--- config.mk ---
export PLATFORM = sky130hd
export DESIGN_NAME = four_cell_weight_combiner
export DESIGN_NICKNAME = d
export VERILOG_FILES = /design/src/design/fcwc_pkg.sv /design/src/design/four_cell_weight_combiner.sv /design/src/design/fcwc_frame_decode.sv /design/src/design/fcwc_cell_bank.sv
export SDC_FILE = /design/constraint.sdc
export NUM_CORES = 1
export LEC_CHECK = 0
export ABC_AREA = 1
export BUFFER_PORTS_ARGS = -buffer_cell sky130_fd_sc_hd__buf_2
export CAP_MARGIN = 20
export CELL_PAD_IN_SITES_DETAIL_PLACEMENT = 1
export CELL_PAD_IN_SITES_GLOBAL_PLACEMENT = 2
export CORE_MARGIN = 1
export CORE_UTILIZATION = 41
export DETAILED_ROUTE_END_ITERATION = 8
export GPL_TIMING_DRIVEN = 0
export PLACE_DENSITY = 0.86
export SKIP_LAST_GASP = 1
export SYNTH_ARGS = -nofsm -noshare
export SYNTH_HDL_FRONTEND = slang
export SYNTH_HIERARCHICAL = 1
export SYNTH_SLANG_ARGS = --single-unit
--- constraint.sdc ---
create_clock -name clk_i -period 26 [get_ports clk_i]
set_input_delay 5.2 -clock clk_i [delete_from_list [all_inputs] [get_ports clk_i]]
set_output_delay 5.2 -clock clk_i [all_outputs]
set_load 0.01 [all_outputs]
--- src/design/fcwc_pkg.sv ---
// Shared types and constants of the four-cell weight combiner.
// Used by the frame decoder, the cell bank and the top level; no dependencies.
`timescale 1ns / 1ps
`default_nettype none

package fcwc_pkg;

  // ascii codes seen in a reply frame
  localparam logic [7:0] CharZero  = 8'd48;
  localparam logic [7:0] CharNine  = 8'd57;
  localparam logic [7:0] CharUpA   = 8'd65;
  localparam logic [7:0] CharUpF   = 8'd70;
  localparam logic [7:0] CharMinus = 8'd45;
  localparam logic [7:0] CharOne   = 8'd49;
  localparam logic [7:0] CharFour  = 8'd52;

  localparam int unsigned NumDigits = 6;
  localparam int unsigned NumCells  = 4;
  localparam int unsigned WeightW   = 22;
  localparam int unsigned TotalW    = 25;

  // decimal place value of each weight digit, most significant first
  localparam logic [16:0] PlaceValue [NumDigits] = '{
    17'd100000, 17'd10000, 17'd1000, 17'd100, 17'd10, 17'd1
  };

  // configuration register indexes
  typedef enum logic [0:0] {
    CFG_POWER_HOLD     = 1'b0,
    CFG_MISS_THRESHOLD = 1'b1
  } cfg_reg_e;

  // decoded reply frame
  typedef struct packed {
    logic               seen;
    logic               digits_ok;
    logic               addr_ok;
    logic [1:0]         cell_idx;
    logic [WeightW-1:0] weight;
  } frame_info_t;

  // everything reported for one poll slot
  typedef struct packed {
    logic [2:0]               polled_cell;
    logic                     round_done;
    logic                     frame_good;
    logic signed [TotalW-1:0] total_weight;
    logic                     weight_ready;
    logic [7:0]               power_hold;
  } slot_result_t;

  // accepted weight characters are 0-9 and A-F
  function automatic logic digit_ok(input logic [7:0] c);
    return ((c >= CharZero) && (c <= CharNine)) || ((c >= CharUpA) && (c <= CharUpF));
  endfunction

  // each accepted character counts as its code minus 48 (A counts 17)
  function automatic logic [4:0] digit_value(input logic [7:0] c);
    logic [7:0] diff;
    diff = c - CharZero;
    return diff[4:0];
  endfunction

endpackage

`default_nettype wire

--- src/design/four_cell_weight_combiner.sv ---
// Top level of the four-cell weight combiner: stream ports, configuration
// registers, input and result registers. Depends on fcwc_pkg, fcwc_frame_decode, fcwc_cell_bank.
//
// Each input transfer is one poll slot and yields exactly one output transfer.
// The block takes one slot per clock cycle while the output is not stalled; a
// slot passes through the input register, then the result register, before
// its result transfer. The whole slot - digit decode, cell update and
// four-cell sum - is worked out combinationally between those two registers.
// Backpressure on the output stalls the input register only when both
// registers are full.
`timescale 1ns / 1ps
`default_nettype none

module four_cell_weight_combiner import fcwc_pkg::*; (
  input  wire logic        clk_i,
  input  wire logic        rst_ni,
  // slot input
  input  wire logic        s_axis_tvalid,
  output      logic        s_axis_tready,
  input  wire logic [63:0] s_axis_tdata,  // reply_byte0 .. reply_byte7, 8 bits each
  input  wire logic        s_axis_tuser,  // reply_seen
  // slot result
  output      logic        m_axis_tvalid,
  input  wire logic        m_axis_tready,
  output      logic [39:0] m_axis_tdata,  // polled_cell[2:0], total_weight[27:3],
                                          // weight_ready[28], power_hold[36:29], zero
  output      logic        m_axis_tlast,  // round_done
  output      logic        m_axis_tuser,  // frame_good
  // configuration
  input  wire logic        cfg_we_i,
  input  wire logic [0:0]  cfg_idx_i,
  input  wire logic [7:0]  cfg_data_i
);

  logic        in_vld_q;
  logic        in_seen_q;
  logic [7:0]  in_bytes_q [8];
  logic        out_vld_q;
  logic [39:0] out_data_q;
  logic        out_last_q;
  logic        out_user_q;
  logic [7:0]  hold_reload_q;
  logic [1:0]  miss_thr_q;
  logic        in_xfer, advance;

  frame_info_t  info;
  slot_result_t result;

  // handshake
  assign advance       = in_vld_q && (!out_vld_q || m_axis_tready);
  assign s_axis_tready = !in_vld_q || advance;
  assign in_xfer       = s_axis_tvalid && s_axis_tready;

  // configuration registers
  always_ff @(posedge clk_i or negedge rst_ni) begin
    if (!rst_ni) begin
      hold_reload_q <= 8'd20;
      miss_thr_q    <= 2'd2;
    end else if (cfg_we_i) begin
      if (cfg_idx_i == CFG_POWER_HOLD) begin
        hold_reload_q <= cfg_data_i;
      end
      if (cfg_idx_i == CFG_MISS_THRESHOLD) begin
        miss_thr_q <= cfg_data_i[1:0];
      end
    end
  end

  // input register control
  always_ff @(posedge clk_i or negedge rst_ni) begin
    if (!rst_ni) begin
      in_vld_q <= 1'b0;
    end else if (in_xfer) begin
      in_vld_q <= 1'b1;
    end else if (advance) begin
      in_vld_q <= 1'b0;
    end
  end

  // input register payload
  always_ff @(posedge clk_i) begin
    if (in_xfer) begin
      in_seen_q <= s_axis_tuser;
      for (int i = 0; i < 8; i++) begin
        in_bytes_q[i] <= s_axis_tdata[8*i +: 8];
      end
    end
  end

  fcwc_frame_decode u_decode (
    .seen_i  (in_seen_q),
    .bytes_i (in_bytes_q),
    .info_o  (info)
  );

  fcwc_cell_bank u_bank (
    .clk_i         (clk_i),
    .rst_ni        (rst_ni),
    .step_i        (advance),
    .info_i        (info),
    .hold_reload_i (hold_reload_q),
    .miss_thr_i    (miss_thr_q),
    .result_o      (result)
  );

  // result register control
  always_ff @(posedge clk_i or negedge rst_ni) begin
    if (!rst_ni) begin
      out_vld_q <= 1'b0;
    end else if (advance) begin
      out_vld_q <= 1'b1;
    end else if (m_axis_tready) begin
      out_vld_q <= 1'b0;
    end
  end

  // result register payload
  always_ff @(posedge clk_i) begin
    if (advance) begin
      out_data_q <= {3'b000, result.power_hold, result.weight_ready,
                     result.total_weight, result.polled_cell};
      out_last_q <= result.round_done;
      out_user_q <= result.frame_good;
    end
  end

  assign m_axis_tvalid = out_vld_q;
  assign m_axis_tdata  = out_data_q;
  assign m_axis_tlast  = out_last_q;
  assign m_axis_tuser  = out_user_q;

endmodule

`default_nettype wire

--- src/design/fcwc_frame_decode.sv ---
// Reply frame decoder: checks the digit characters and the cell address and
// forms the decimal weight. Combinational; depends on fcwc_pkg.
`timescale 1ns / 1ps
`default_nettype none

module fcwc_frame_decode import fcwc_pkg::*; (
  input  wire logic             seen_i,
  input  wire logic [7:0]       bytes_i [8],
  output frame_info_t           info_o
);

  logic [NumDigits-1:0] ok;
  logic [WeightW-1:0]   term [NumDigits];
  logic [WeightW-1:0]   weight;

  // per-digit check and place-value product
  always_comb begin
    for (int i = 0; i < NumDigits; i++) begin
      ok[i]   = digit_ok(bytes_i[i+2]);
      term[i] = WeightW'(digit_value(bytes_i[i+2])) * WeightW'(PlaceValue[i]);
    end
  end

  // sum of the six place terms
  always_comb begin
    weight = '0;
    for (int i = 0; i < NumDigits; i++) begin
      weight = weight + term[i];
    end
  end

  // frame summary
  always_comb begin
    info_o.seen      = seen_i;
    info_o.digits_ok = &ok;
    info_o.addr_ok   = (bytes_i[0] == CharMinus) && (bytes_i[1] >= CharOne) &&
                       (bytes_i[1] <= CharFour);
    info_o.cell_idx  = bytes_i[1][1:0] - 2'd1;
    info_o.weight    = weight;
  end

endmodule

`default_nettype wire

--- src/design/fcwc_cell_bank.sv ---
// Cell bank: per-cell weight, present mark and miss counter, the poll index,
// the power-hold counter and the end-of-round combining. Depends on fcwc_pkg.
`timescale 1ns / 1ps
`default_nettype none

module fcwc_cell_bank import fcwc_pkg::*; (
  input  wire logic         clk_i,
  input  wire logic         rst_ni,
  input  wire logic         step_i,
  input  wire frame_info_t  info_i,
  input  wire logic [7:0]   hold_reload_i,
  input  wire logic [1:0]   miss_thr_i,
  output slot_result_t      result_o
);

  logic [WeightW-1:0] weight_q [NumCells];
  logic [WeightW-1:0] weight_d [NumCells];
  logic [NumCells-1:0] present_q, present_d, present_upd;
  logic [1:0]          misses_q [NumCells];
  logic [1:0]          misses_d [NumCells];
  logic [1:0]          misses_upd [NumCells];
  logic [2:0]          poll_q, poll_d;
  logic                ready_q, ready_d;
  logic [7:0]          hold_q, hold_d;

  logic [TotalW-1:0]   w [NumCells];
  logic [TotalW-1:0]   full_sum, alt_sum, total;
  logic                round, is_full, is_partial;
  logic [1:0]          miss_sel;
  logic [1:0]          miss_inc;

  assign round = (poll_q == 3'd4);

  // poll index walks 1..4 and wraps
  always_comb begin
    if ((poll_q >= 3'd1) && (poll_q <= 3'd3)) begin
      poll_d = poll_q + 3'd1;
    end else begin
      poll_d = 3'd1;
    end
  end

  // power-hold reload on a reply, else count down to zero
  always_comb begin
    if (info_i.seen) begin
      hold_d = hold_reload_i;
    end else if (hold_q != 8'd0) begin
      hold_d = hold_q - 8'd1;
    end else begin
      hold_d = hold_q;
    end
  end

  // store a good, addressed reply
  always_comb begin
    weight_d    = weight_q;
    present_upd = present_q;
    misses_upd  = misses_q;
    if (info_i.seen && info_i.digits_ok && info_i.addr_ok) begin
      weight_d[info_i.cell_idx]    = info_i.weight;
      present_upd[info_i.cell_idx] = 1'b1;
      misses_upd[info_i.cell_idx]  = 2'd0;
    end
    for (int k = 0; k < NumCells; k++) begin
      w[k] = TotalW'(weight_d[k]);
    end
  end

  // classify the present pattern and pick the substitute sum
  always_comb begin
    full_sum   = w[0] + w[1] + w[2] + w[3];
    alt_sum    = '0;
    is_full    = 1'b0;
    is_partial = 1'b1;
    miss_sel   = 2'd0;
    unique case (present_upd)
      4'hF: begin
        is_full    = 1'b1;
        is_partial = 1'b0;
      end
      4'hE: begin miss_sel = 2'd0; alt_sum = (w[1] << 1) + w[2] + w[3]; end
      4'hD: begin miss_sel = 2'd1; alt_sum = (w[0] << 1) + w[2] + w[3]; end
      4'hB: begin miss_sel = 2'd2; alt_sum = w[0] + w[1] + (w[3] << 1); end
      4'h7: begin miss_sel = 2'd3; alt_sum = w[0] + w[1] + (w[2] << 1); end
      4'hC: begin miss_sel = 2'd0; alt_sum = (w[2] + w[3]) << 1; end
      4'hA: begin miss_sel = 2'd0; alt_sum = (w[1] + w[3]) << 1; end
      4'h6: begin miss_sel = 2'd0; alt_sum = (w[1] + w[2]) << 1; end
      4'h9: begin miss_sel = 2'd1; alt_sum = (w[0] + w[3]) << 1; end
      4'h5: begin miss_sel = 2'd1; alt_sum = (w[0] + w[2]) << 1; end
      4'h3: begin miss_sel = 2'd2; alt_sum = (w[0] + w[1]) << 1; end
      default: begin
        is_partial = 1'b0;
      end
    endcase
  end

  // end-of-round decision: miss counting, marks and ready flag
  always_comb begin
    present_d = present_upd;
    misses_d  = misses_upd;
    ready_d   = ready_q;
    total     = '1;
    miss_inc  = (misses_upd[miss_sel] == 2'd3) ? 2'd3 : misses_upd[miss_sel] + 2'd1;
    if (round) begin
      if (is_full) begin
        total = full_sum;
      end else if (is_partial) begin
        if (miss_inc >= miss_thr_i) begin
          misses_d[miss_sel] = 2'd0;
          total              = alt_sum;
        end else begin
          misses_d[miss_sel] = miss_inc;
        end
      end
      if (is_full || is_partial) begin
        present_d = '0;
        ready_d   = 1'b1;
      end
    end
  end

  // state registers
  always_ff @(posedge clk_i or negedge rst_ni) begin
    if (!rst_ni) begin
      poll_q    <= 3'd1;
      present_q <= '0;
      ready_q   <= 1'b0;
      hold_q    <= 8'd0;
      for (int k = 0; k < NumCells; k++) begin
        weight_q[k] <= '0;
        misses_q[k] <= 2'd0;
      end
    end else if (step_i) begin
      poll_q    <= poll_d;
      present_q <= present_d;
      ready_q   <= ready_d;
      hold_q    <= hold_d;
      weight_q  <= weight_d;
      misses_q  <= misses_d;
    end
  end

  // slot report
  always_comb begin
    result_o.polled_cell  = poll_q;
    result_o.round_done   = round;
    result_o.frame_good   = info_i.seen && info_i.digits_ok;
    result_o.total_weight = $signed(total);
    result_o.weight_ready = ready_d;
    result_o.power_hold   = hold_d;
  end

endmodule

`default_nettype wire

==> flow_summary.yaml <==
outcome:
  status: "complete, no violations"
timing:
  finalClockSkew_ns: 0.0258
  max_slew.worst_pin.slew_ns: 1.33
  fin_ws_ns: 14.28
  max-slew-margin-rel: 0.102
  final.setup.tns_ns: 0
  fin_crit_sh: 0.451
  period_needed_ns: 11.72
  max_freq_mhz: 85.4
  rsz0062_at_grt: "no"
  hold_slack_ns: 0.474
  setup_viol: 0
  hold_violations: 0
  report.final.slew_viol_count: 0
final_layout:
  final_common_cell: "nand2_1"
  drive_gt1_frac: 0.0808
  utilization: 0.462
  fillers: 8268
  antenna_cells: 0
  fin_nets: 4335
  stdcell_count: 4690
  final_cell_mix: "nand2_1 (909), inv_1 (416), o21ai_0 (357)"
  stdcell_area_um2: 29700
  area_growth_pct: 11.6
placed_design:
  dp_worst_setup_slack_ns: 14.41
  hpwl_um: 102000
  port_buffers: 119
  dp.cells: 4636
  placed_area_um2: 28600
  place_congestion: 1.09
hold_path:
  hold_class: "reg2reg"
  min_from: "hold_reload_q[2]"
setup_path:
  reg2reg_slack_ns: 14.28
  r2r_end: "m_axis_tdata[24]"
  critical_path.max_fanout: 8
  critPathLaunch: "in_bytes_q[27]"
  slowest_stage: "o21ai_0"
  cpPeakStageDelay_ns: 1.11
  worstSetupStartpointType: "flop"
  worstSetupEndpoint: "m_axis_tdata[24]"
  worstRegToRegCells: 41
  cp.arrival_ns: 12.02
  critPathCaptureType: "flop"
  r2r_start: "in_bytes_q[27]"
  crit_type: "reg2reg"
  cp.required_ns: 26.31
drt:
  ant_nets: 0
  route.detailed.wl_per_inst_um: 25.6
  vias: 27000
  drt-vias-per-instance: 5.76
  initialDrtViolationCount: 2043
  drtPass1Iterations: 5
  drt-total-wl_um: 120000
  route.detailed.drc: 0
logic_synthesis:
  syn_inst: 3623
  synthMuxAreaShare: 0
  synth.top_cell.area_share: 0.154
  synth_top_family_by_area: "simple AND/OR/NAND/NOR gates"
  synth_xor_area_frac: 0.0309
  synth_flop_cell: "dfrtp_1"
  seq_area_frac_synth: 0.234
  ys_warn_count: 6
  ys_async_sr_fraction: 0.544
  synth_compound_area_frac: 0.176
  netlist_area_um2: 26600
  ys_seq_elements: 228
  synth_top_area_cell: "ha_1"
  synthTopCellsByArea: "ha_1 (15%), nand2_1 (13%), edfxtp_1 (12%), dfrtp_1 (11%), fa_1 (8.7%)"
  synth_simple_gate_area_frac: 0.242
  ys_types: 59
  syn_area_per_cell_um2: 7.34
  synthAdderAreaFrac: 0.242
  synth_edf_count: 104
global_routing:
  grt_max_degree: 81
  grt_pass1_wl_um: 178000
  grt_pass1_vias: 28300
  globalRouteOverflowTotal: 0
  grtUsageTotal: 0.360
  antenna_found_initial: 1
clock_tree:
  post_cts_resized: 0
  cts_buffer_depth: 3
  cts_tree: "done"
  cts_htree_levels: 1
  cts-root-buf: "clkbuf_16"
  clk_latency_ns: 0.60
  post_cts.repair.setup_buffers: 0
  cts.reportedPaths.clkPinSlew_ns: 0.06
  cts_hold_buf: 0
  cts_sinks: 228
  numCtsBuffers: 29
floorplanning:
  core_um2: 64200
  fp.dieW_um: 257
  dieArea_um2: 65900
  start_util: 0.414
  ioPinCount: 123
  rows: 93
  die_height_um: 257
power_and_ir_drop:
  ir_drop_mv: 0.310
  power_density_nw_per_um2: 90.2
  p_leak_nw: 15.2
  power.total_mw: 2.68
run:
  max-cap-violations: 0
cell usage after synthesis (5+ instances only):
cell type / n
a21boi_0: 9
a21o_1: 23
a21oi_1: 279
a221oi_1: 5
a31oi_1: 17
and2_1: 10
buf_2: 7
buf_4: 10
clkbuf_1: 52
dfrtp_1: 120
edfxtp_1: 104
fa_1: 116
ha_1: 328
inv_1: 417
inv_2: 14
nand2_1: 909
nand2_2: 13
nand2_4: 11
nand3_1: 192
nand3b_1: 16
nand4_1: 50
nor2_1: 218
nor2_4: 8
nor3_1: 26
nor4_1: 12
o211ai_1: 26
o21a_1: 51
o21ai_0: 379
o21ai_1: 6
o21bai_1: 17
o221ai_1: 5
o22ai_1: 13
or2_2: 17
xnor2_1: 38
xor2_1: 56
power breakdown:
| part | total, mW | internal [mW] | switching [mW] |
|---|---|---|---|
| Combinational | 1.81 | 0.399 | 1.41 |
| Sequential | 0.421 | 0.403 | 0.0183 |
| Clock | 0.442 | 0.270 | 0.173 |
| Total | 2.68 | 1.07 | 1.61 |
worst min-delay path by stage:
stage                             endpoint  cells after the start
after floorplan             u_bank/ready_q                      2
after global placement      u_bank/ready_q                      2
after detailed placement  hold_reload_q[1]                      2
after CTS                 hold_reload_q[2]                      2
after global routing      hold_reload_q[2]                      2
final                     hold_reload_q[2]                      2
layout make-up:
class                           count  area (um2)  area share
Buffer                             75         343      0.0115
Clock buffer                       35         800      0.0269
Clock inverter                     19         248     0.00834
Inverter                          435        1640      0.0551
Multi-Input combinational cell   2887       18400       0.620
Sequential cell                   228        6230       0.210
Tap cell                          855        1070      0.0360
Timing Repair Buffer              156         942      0.0317
worst max-delay path, delay by kind of cell (launching register included):
| family | cells | cell delay, ns |
|---|---|---|
| buf+inv | 7 | 0.75 |
| compound gates | 12 | 3.25 |
| fa+ha+maj | 11 | 5.01 |
| simple gates | 9 | 0.91 |
| flops | 1 | 0.53 |
| xor+xnor | 2 | 0.96 |
layer usage:
layer | global-route usage | vias up | routed length (um)
met5 | 0 | - | 13
met4 | 0.213 | 2 | 8440
met3 | 0.0426 | 260 | 6240
met2 | 0.609 | 843 | 56000
met1 | 0.439 | 13300 | 49200
li1 | - | 12600 | -
registers in the layout (all words and copies together) (netlist names):
signal            flops
in_seen_q             1
miss_thr_q            2
u_bank/misses_q       8
u_bank/hold_q         8
m_axis_tvalid         1
m_axis_tlast          1
u_bank/poll_q         3
in_bytes_q           64
in_vld_q              1
u_bank/present_q      4
u_bank/weight_q      88
u_bank/ready_q        1
m_axis_tdata         37
hold_reload_q         8
m_axis_tuser          1
logic make-up after synthesis:
kind of cell / Yosys count
DFF: 228
buffers and inverters: 510
and+or+nand+nor: 1499
xor gates and xnor gates: 94
AOI/OAI and AO/OA: 847
other: 1
adders and majority gates: 444
Power figures use the tool's default switching activity.
